==> src/rtl/pswrl_pkg.sv <==
// Package with the types, register codes and reset values of the per-source rate limiter.
package pswrl_pkg;

  localparam int DEFAULT_SOURCE_COUNT = 64;

  localparam logic [2:0] CFG_WINDOW_SECONDS        = 3'd0;
  localparam logic [2:0] CFG_DEFAULT_LIMIT         = 3'd1;
  localparam logic [2:0] CFG_FIRST_SPECIAL_SOURCE  = 3'd2;
  localparam logic [2:0] CFG_FIRST_SPECIAL_LIMIT   = 3'd3;
  localparam logic [2:0] CFG_SECOND_SPECIAL_SOURCE = 3'd4;
  localparam logic [2:0] CFG_SECOND_SPECIAL_LIMIT  = 3'd5;

  localparam logic [15:0] RST_WINDOW_SECONDS        = 16'd60;
  localparam logic [7:0]  RST_DEFAULT_LIMIT         = 8'd30;
  localparam logic [7:0]  RST_FIRST_SPECIAL_SOURCE  = 8'd0;
  localparam logic [7:0]  RST_FIRST_SPECIAL_LIMIT   = 8'd60;
  localparam logic [7:0]  RST_SECOND_SPECIAL_SOURCE = 8'd1;
  localparam logic [7:0]  RST_SECOND_SPECIAL_LIMIT  = 8'd30;

  localparam logic [7:0] COUNT_MAX = 8'hFF;

  typedef struct packed {
    logic [7:0]  source_id;
    logic [15:0] now_seconds;
  } req_t;

  typedef struct packed {
    logic       limited;
    logic       window_closed;
    logic [7:0] dropped_lines;
  } res_t;

  typedef struct packed {
    logic [15:0] window_seconds;
    logic [7:0]  default_limit;
    logic [7:0]  first_special_source;
    logic [7:0]  first_special_limit;
    logic [7:0]  second_special_source;
    logic [7:0]  second_special_limit;
  } cfg_t;

  typedef struct packed {
    logic [7:0]  message_count;
    logic [15:0] window_start;
  } entry_t;

  typedef enum logic {
    ST_IDLE,
    ST_LOOKUP
  } state_t;

endpackage

==> src/rtl/pswrl_table.sv <==
// Per-source state memory with registered read and valid bits that reset clears.
module pswrl_table import pswrl_pkg::*; #(
  parameter int SOURCE_COUNT = DEFAULT_SOURCE_COUNT,
  parameter int AW = (SOURCE_COUNT > 1) ? $clog2(SOURCE_COUNT) : 1
) (
  input  logic          clk,
  input  logic          rst,
  input  logic          rd_en,
  input  logic [AW-1:0] rd_addr,
  output entry_t        rd_data,
  input  logic          wr_en,
  input  logic [AW-1:0] wr_addr,
  input  entry_t        wr_data
);

  entry_t                  mem [SOURCE_COUNT];
  logic [SOURCE_COUNT-1:0] valid;
  entry_t                  rd_entry;
  logic                    rd_valid;

  always_ff @(posedge clk) begin
    if (wr_en) begin
      mem[wr_addr] <= wr_data;
    end
    if (rd_en) begin
      rd_entry <= mem[rd_addr];
      rd_valid <= valid[rd_addr];
    end
  end

  always_ff @(posedge clk) begin
    if (rst) begin
      valid <= '0;
    end else if (wr_en) begin
      valid[wr_addr] <= 1'b1;
    end
  end

  assign rd_data = rd_valid ? rd_entry : '0;

endmodule

==> src/rtl/pswrl_update.sv <==
// Window check, count update and result computation for one request.
module pswrl_update import pswrl_pkg::*; (
  input  cfg_t   cfg,
  input  req_t   req,
  input  logic   in_range,
  input  entry_t old_entry,
  output entry_t new_entry,
  output res_t   res
);

  logic [15:0] start;
  logic [15:0] elapsed;
  logic [7:0]  count;
  logic [7:0]  limit;
  logic        closed;
  logic        over;

  always_comb begin
    start = (old_entry.window_start == 16'd0) ? req.now_seconds : old_entry.window_start;
    count = (old_entry.message_count == COUNT_MAX) ? COUNT_MAX
                                                   : old_entry.message_count + 8'd1;
    if (req.source_id == cfg.second_special_source) begin
      limit = cfg.second_special_limit;
    end else if (req.source_id == cfg.first_special_source) begin
      limit = cfg.first_special_limit;
    end else begin
      limit = cfg.default_limit;
    end
    elapsed = req.now_seconds - start;
    closed  = (req.now_seconds < start) || (elapsed >= cfg.window_seconds);
    over    = count > limit;
  end

  always_comb begin
    res       = '0;
    new_entry = old_entry;
    if (!in_range) begin
      res.limited = 1'b1;
    end else if (closed) begin
      res.window_closed      = 1'b1;
      res.dropped_lines      = over ? (count - limit) : 8'd0;
      new_entry.message_count = 8'd0;
      new_entry.window_start  = req.now_seconds;
    end else begin
      res.limited             = over;
      new_entry.message_count = count;
      new_entry.window_start  = start;
    end
  end

endmodule

==> src/rtl/per_source_window_rate_limiter_core.sv <==
// Top level of the per-source fixed-window rate limiter.
//
//   channel  direction  handshake            payload
//   in       input      in_valid / in_stall  req_t (source_id, now_seconds)
//   out      output     out_valid/out_stall  res_t (limited, window_closed, dropped_lines)
//   cfg      input      cfg_write            cfg_index, cfg_data
//
// Each transaction has a table read at acceptance, then the update and write-back in the
// lookup state, which also loads the output register. A new request is not accepted
// until the current one has left the lookup state, as in_stall is high there.
// Reset clears the valid bits of the table; no clearing pass is needed.
// A stalled result holds in the output register and the lookup waits until it frees.
module per_source_window_rate_limiter_core import pswrl_pkg::*; #(
  parameter int SOURCE_COUNT = DEFAULT_SOURCE_COUNT
) (
  input  logic        clk,
  input  logic        rst,
  input  logic        in_valid,
  output logic        in_stall,
  input  req_t        in_data,
  output logic        out_valid,
  input  logic        out_stall,
  output res_t        out_data,
  input  logic        cfg_write,
  input  logic [2:0]  cfg_index,
  input  logic [15:0] cfg_data
);

  localparam int AW = (SOURCE_COUNT > 1) ? $clog2(SOURCE_COUNT) : 1;

  cfg_t   cfg;
  state_t state;
  state_t state_next;
  req_t   req;
  logic   req_in_range;
  logic   in_accept;
  logic   load;
  logic   in_range_now;
  logic   tbl_rd_en;
  logic   tbl_wr_en;
  entry_t tbl_rd_data;
  entry_t tbl_wr_data;
  res_t   res;

  always_ff @(posedge clk) begin
    if (rst) begin
      cfg.window_seconds        <= RST_WINDOW_SECONDS;
      cfg.default_limit         <= RST_DEFAULT_LIMIT;
      cfg.first_special_source  <= RST_FIRST_SPECIAL_SOURCE;
      cfg.first_special_limit   <= RST_FIRST_SPECIAL_LIMIT;
      cfg.second_special_source <= RST_SECOND_SPECIAL_SOURCE;
      cfg.second_special_limit  <= RST_SECOND_SPECIAL_LIMIT;
    end else if (cfg_write) begin
      unique case (cfg_index)
        CFG_WINDOW_SECONDS:        cfg.window_seconds        <= cfg_data;
        CFG_DEFAULT_LIMIT:         cfg.default_limit         <= cfg_data[7:0];
        CFG_FIRST_SPECIAL_SOURCE:  cfg.first_special_source  <= cfg_data[7:0];
        CFG_FIRST_SPECIAL_LIMIT:   cfg.first_special_limit   <= cfg_data[7:0];
        CFG_SECOND_SPECIAL_SOURCE: cfg.second_special_source <= cfg_data[7:0];
        CFG_SECOND_SPECIAL_LIMIT:  cfg.second_special_limit  <= cfg_data[7:0];
        default: begin
        end
      endcase
    end
  end

  assign in_accept    = in_valid && !in_stall;
  assign in_range_now = {1'b0, in_data.source_id} < 9'(SOURCE_COUNT);

  always_comb begin
    state_next = state;
    unique case (state)
      ST_IDLE: begin
        if (in_valid) begin
          state_next = ST_LOOKUP;
        end
      end
      ST_LOOKUP: begin
        if (!out_valid || !out_stall) begin
          state_next = ST_IDLE;
        end
      end
      default: state_next = ST_IDLE;
    endcase
  end

  always_comb begin
    in_stall  = 1'b1;
    load      = 1'b0;
    unique case (state)
      ST_IDLE:   in_stall = 1'b0;
      ST_LOOKUP: load     = !out_valid || !out_stall;
      default: begin
      end
    endcase
    tbl_rd_en = in_accept && in_range_now;
    tbl_wr_en = load && req_in_range;
  end

  always_ff @(posedge clk) begin
    if (rst) begin
      state <= ST_IDLE;
    end else begin
      state <= state_next;
    end
  end

  always_ff @(posedge clk) begin
    if (in_accept) begin
      req          <= in_data;
      req_in_range <= in_range_now;
    end
  end

  pswrl_table #(
    .SOURCE_COUNT(SOURCE_COUNT),
    .AW(AW)
  ) u_table (
    .clk(clk),
    .rst(rst),
    .rd_en(tbl_rd_en),
    .rd_addr(in_data.source_id[AW-1:0]),
    .rd_data(tbl_rd_data),
    .wr_en(tbl_wr_en),
    .wr_addr(req.source_id[AW-1:0]),
    .wr_data(tbl_wr_data)
  );

  pswrl_update u_update (
    .cfg(cfg),
    .req(req),
    .in_range(req_in_range),
    .old_entry(tbl_rd_data),
    .new_entry(tbl_wr_data),
    .res(res)
  );

  always_ff @(posedge clk) begin
    if (rst) begin
      out_valid <= 1'b0;
    end else if (load) begin
      out_valid <= 1'b1;
    end else if (!out_stall) begin
      out_valid <= 1'b0;
    end
  end

  always_ff @(posedge clk) begin
    if (load) begin
      out_data <= res;
    end
  end

  a_close_passes: assert property (@(posedge clk) disable iff (rst)
    out_valid |-> !(out_data.limited && out_data.window_closed))
    else $error("A transaction that closed its window was also limited.");

  a_drop_on_close: assert property (@(posedge clk) disable iff (rst)
    (out_valid && out_data.dropped_lines != 8'd0) |-> out_data.window_closed)
    else $error("Dropped lines were reported without a window close.");

  a_accept_lookup: assert property (@(posedge clk) disable iff (rst)
    in_accept |=> (state == ST_LOOKUP))
    else $error("An accepted transaction did not enter the lookup cycle.");

  a_write_in_range: assert property (@(posedge clk) disable iff (rst)
    tbl_wr_en |-> (req_in_range && state == ST_LOOKUP))
    else $error("The table was written outside a lookup of a valid source.");

endmodule

==> config.mk <==
export PLATFORM = sky130hd
export DESIGN_NAME = per_source_window_rate_limiter_core
export DESIGN_NICKNAME = d
export VERILOG_FILES = /design/src/rtl/pswrl_pkg.sv /design/src/rtl/pswrl_table.sv /design/src/rtl/pswrl_update.sv /design/src/rtl/per_source_window_rate_limiter_core.sv
export SDC_FILE = /design/constraint.sdc
export NUM_CORES = 2
export LEC_CHECK = 0
export ABC_CLOCK_PERIOD_IN_PS = 10900
export BUFFER_PORTS_ARGS = -buffer_cell sky130_fd_sc_hd__buf_2
export CORE_ASPECT_RATIO = 1.75
export CORE_MARGIN = 1.5
export CORE_UTILIZATION = 50
export CTS_CLUSTER_DIAMETER = 50
export DETAILED_ROUTE_END_ITERATION = 10
export GPL_TIMING_DRIVEN = 0
export PLACE_DENSITY = 0.65
export SYNTH_ARGS = -nofsm -noshare
export SYNTH_HDL_FRONTEND = slang
export SYNTH_SLANG_ARGS = --single-unit
==> constraint.sdc <==
create_clock -name clk -period 10.9 [get_ports clk]
set_input_delay 0 -clock clk [delete_from_list [all_inputs] [get_ports clk]]
set_output_delay 0 -clock clk [all_outputs]
set_load 0.02 [all_outputs]
==> metrics <==
Worst R2R End u_table.mem[1][13]$_DFFE_PP_; Reg2Reg Launch Point u_table.rd_valid$_DFFE_PP_; post-layout net count 3649; fillcell total 9560; clock tree buffer depth 3; Setup Skew 0.02492 ns; grt ovf 0; hold_sp cfg_data[12]; yosys warns 0; sequential-to-total area share from yosys stat 74.72%; Worst Tran Pin Value 1.453 ns; Initial Util 50.28%; final WL 179.2 mm; Routed Antenna Nets 0; CP max FO 25; CTS tree built; endpoints failing hold 0; TritonCTS buffer count 145; Finished Layout Cells 5479; io pins 60; Layout area overhead 15.24%; Lkg Pwr 24.64 nW; # placed instances 5124; CTS root buf clkbuf_16; Mapped Avg Cell Area 21.11 um2; Required @ worst endpoint 11.51 ns; All-Layer GR Usage 26.63%; detailed-route DRC error count 0; largest net degree at the start of global routing 65; Multi-input gate area 0.01687 mm2; Cell Pwr Density 177.5 mW/mm2; Net Count, Synth 3280; Startpoint Class flop; MaxCap Viol Count 0; # setup viols final 0; Hold Path Class in2reg; die area 0.1371 mm2; r2r worst-path depth 27; Most used DFF post-synth edfxtp_1; first-pass GRT wire length 253.9 mm; antenna violations before repair 11; Hold Crit Depth 4; synthesized area 0.06741 mm2; Port Buffer Count 58; Period minus WS final 8.001 ns; TritonRoute pass-1 iters 8; FF+latch count, synth 1718; RSZ-0062 raised after global routing no; Core ar. 0.1341 mm2; vias in the first global route 35700; VDD IR-drop max 0.1105 mV; share of layout cells above drive strength 1 27.79%; Cells after Synth 3193; outcome complete, no violations; die width 280.6 um; synth unique cells 77; headroom to the max-slew limit 3.134%; Register Area 0.05037 mm2; worst skew pair latency 0.79 ns; CP Capture Type flop; ys async rst share 0%; final hold slack 0.05213 ns; dpl hpwl 122.2 mm; CP Class reg2reg; Fmax 125.0 MHz; Sink Count 1718; gp weighted congestion 0.9360; Clock Pin Slew Worst Setup and Hold Paths 0.07 ns; Starting DRT DRC Count 3701; post-DR wirelength/cell 32.72 um; die height 488.7 um; # H-tree levels 4; Final Util 57.94%; Final Total Pwr 13.79 mW; Via density 6.195; Worst EP arrival 8.61 ns; Placement Setup Slack 3.122 ns; Final Cycle Share 73.41%; Reg2Reg Setup Slack 2.90 ns; Final Max Slew Viols 0; worst setup margin 2.899 ns; Rows 178; hold path endpoint cfg[52]$_SDFFE_PP0P_; Post-synth EDFFs 1596; Via Count 33950
Yosys cell counts, types with 2 or more instances:
library cell / instances / area [um2]
a211oi_1: 2 / 15.01
buf_2: 46 / 230.2
nor4_1: 9 / 56.30
xor2_1: 28 / 245.2
o22ai_1: 7 / 43.79
nand3_1: 17 / 85.08
edfxtp_1: 1596 / 47930
a31oi_1: 7 / 43.79
dfxtp_1: 122 / 2442
o21ai_0: 19 / 95.09
a211o_1: 5 / 43.79
a211oi_2: 10 / 125.1
mux4_2: 525 / 11820
nor2b_1: 12 / 75.07
nor2_1: 224 / 840.8
a21o_1: 13 / 97.59
nand2_1: 137 / 514.2
a22oi_1: 12 / 90.09
o211ai_1: 2 / 15.01
a21oi_1: 81 / 405.4
clkbuf_1: 90 / 337.8
nand3b_1: 20 / 150.1
nand4_1: 2 / 12.51
inv_1: 32 / 120.1
ha_1: 37 / 462.9
nand2b_1: 3 / 18.77
a21boi_0: 3 / 22.52
buf_1: 22 / 82.58
o41a_1: 2 / 22.52
buf_6: 2 / 22.52
o21bai_1: 3 / 22.52
and3_1: 10 / 62.56
xnor2_1: 10 / 87.58
o2111ai_1: 2 / 17.52
nor3_1: 7 / 35.03
or3b_2: 2 / 17.52
mux2i_1: 9 / 90.09
fa_1: 2 / 40.04
o31ai_1: 4 / 30.03
a32o_1: 7 / 70.07
and2_1: 10 / 62.56
buf_4: 4 / 30.03
a221oi_2: 2 / 30.03
critical path: stages, from the launching register on:
cell	delay, ns
edfxtp_1	0.52
inv_1	0.24
a41o_2	0.35
buf_4	0.20
clkbuf_1	0.28
a22oi_1	0.36
inv_1	0.08
ha_1	0.23
fa_1	0.51
a22oi_2	0.44
nand2_1	0.16
a31o_2	0.27
a31oi_1	0.28
a21boi_0	0.17
xnor2_1	0.16
ha_1	0.27
and4_1	0.25
o2111ai_1	0.09
o41a_1	0.24
a31oi_1	0.11
a211oi_1	0.40
a2bb2oi_1	0.24
clkbuf_1	0.37
a21oi_1	0.19
a211oi_4	0.72
buf_8	0.25
buf_16	0.17
buf_8	0.20
final cells by class:
cell class                 instances  share of cell area, %
tap                             1800                  2.899
sequential                      1718                  64.84
clock inverter                    77                  1.044
timing repair buffer             222                  3.524
clock buffer                     185                  4.892
inverter                          33                 0.1595
buffer                           164                 0.9101
multi-input combinational       1278                  21.72
antenna                            2               0.006443
through the flow:
stage	TNS [ns]	area [um2]
after floorplan	0	67410
after global placement	-102.31	69950
after detailed placement	0	72150
after CTS	0	77670
after global routing	0	77680
final	0	77680
worst max path at each step:
stage	endpoint	slack, ns	start	cells past startpoint
detailed placement	u_table.mem[6][13]$_DFFE_PP_	3.12	u_table.rd_valid$_DFFE_PP_	27
global route	u_table.mem[6][13]$_DFFE_PP_	2.53	u_table.rd_valid$_DFFE_PP_	27
finish	u_table.mem[1][13]$_DFFE_PP_	2.90	u_table.rd_valid$_DFFE_PP_	27
CTS	u_table.mem[9][13]$_DFFE_PP_	3.13	u_table.rd_valid$_DFFE_PP_	27
global placement	u_table.mem[34][5]$_DFFE_PP_	-0.68	u_table.rd_valid$_DFFE_PP_	24
floorplan	u_table.mem[0][5]$_DFFE_PP_	3.79	u_table.rd_valid$_DFFE_PP_	23
metal layers:
metal  routed length (um)  vias to the layer above  global-route usage (%)  share of wire [%]
met5                   73                        -                       0              0.041
met1                59060                    17980                   28.81                 33
met2                95340                     1494                   47.68                 53
li1                     -                    13960                       -                  -
met3                11070                      508                   4.581                6.2
met4                13710                       10                   17.67                7.6
cells in the final DEF (no fill, tap or decap), types with 37 or more instances in the layout:
master         instances
edfxtp_1            1596
a21oi_1               81
nand2_1              137
nor2_4                65
ha_1                  37
clkbuf_1             127
mux4_2               525
dlygate4sd3_1         91
dfxtp_1              122
nor2_1               160
buf_2                105
clkbuf_16            146
flip-flops by register name, indices dropped and copies added (netlist names):
signal,flops
cfg,56
out_data,10
out_valid,1
req,24
req_in_range,1
state,1
u_table.mem,1536
u_table.rd_entry,24
u_table.rd_valid,1
u_table.valid,64
cell families (layout without fill, tap and decap cells):
family          count (synthesis)  count (layout)  share of synthesized area (%)
flops                        1718            1718                          74.72
simple gates                  466             466                          3.044
compound gates                198             198                          2.042
buf+inv                       197             681                          1.227
xor+xnor                       38              38                         0.4938
other cells                     0               2                              0
fa+ha+maj                      41              41                         0.7778
mux                           535             535                          17.69
power by group:
part           leakage, nW  total [mW]  internal (mW)  switching, mW
registers             15.5        7.41           7.39         0.0178
clock network         2.23        5.13           2.74           2.39
logic                 6.90        1.24          0.452          0.792
what timing repair did:
item	in CTS	in global routing
hold endpoints to repair	127	0
setup buffers	0	0
hold buffers	91	0
gates resized for setup	0	0
Power figures use the tool's default switching activity.
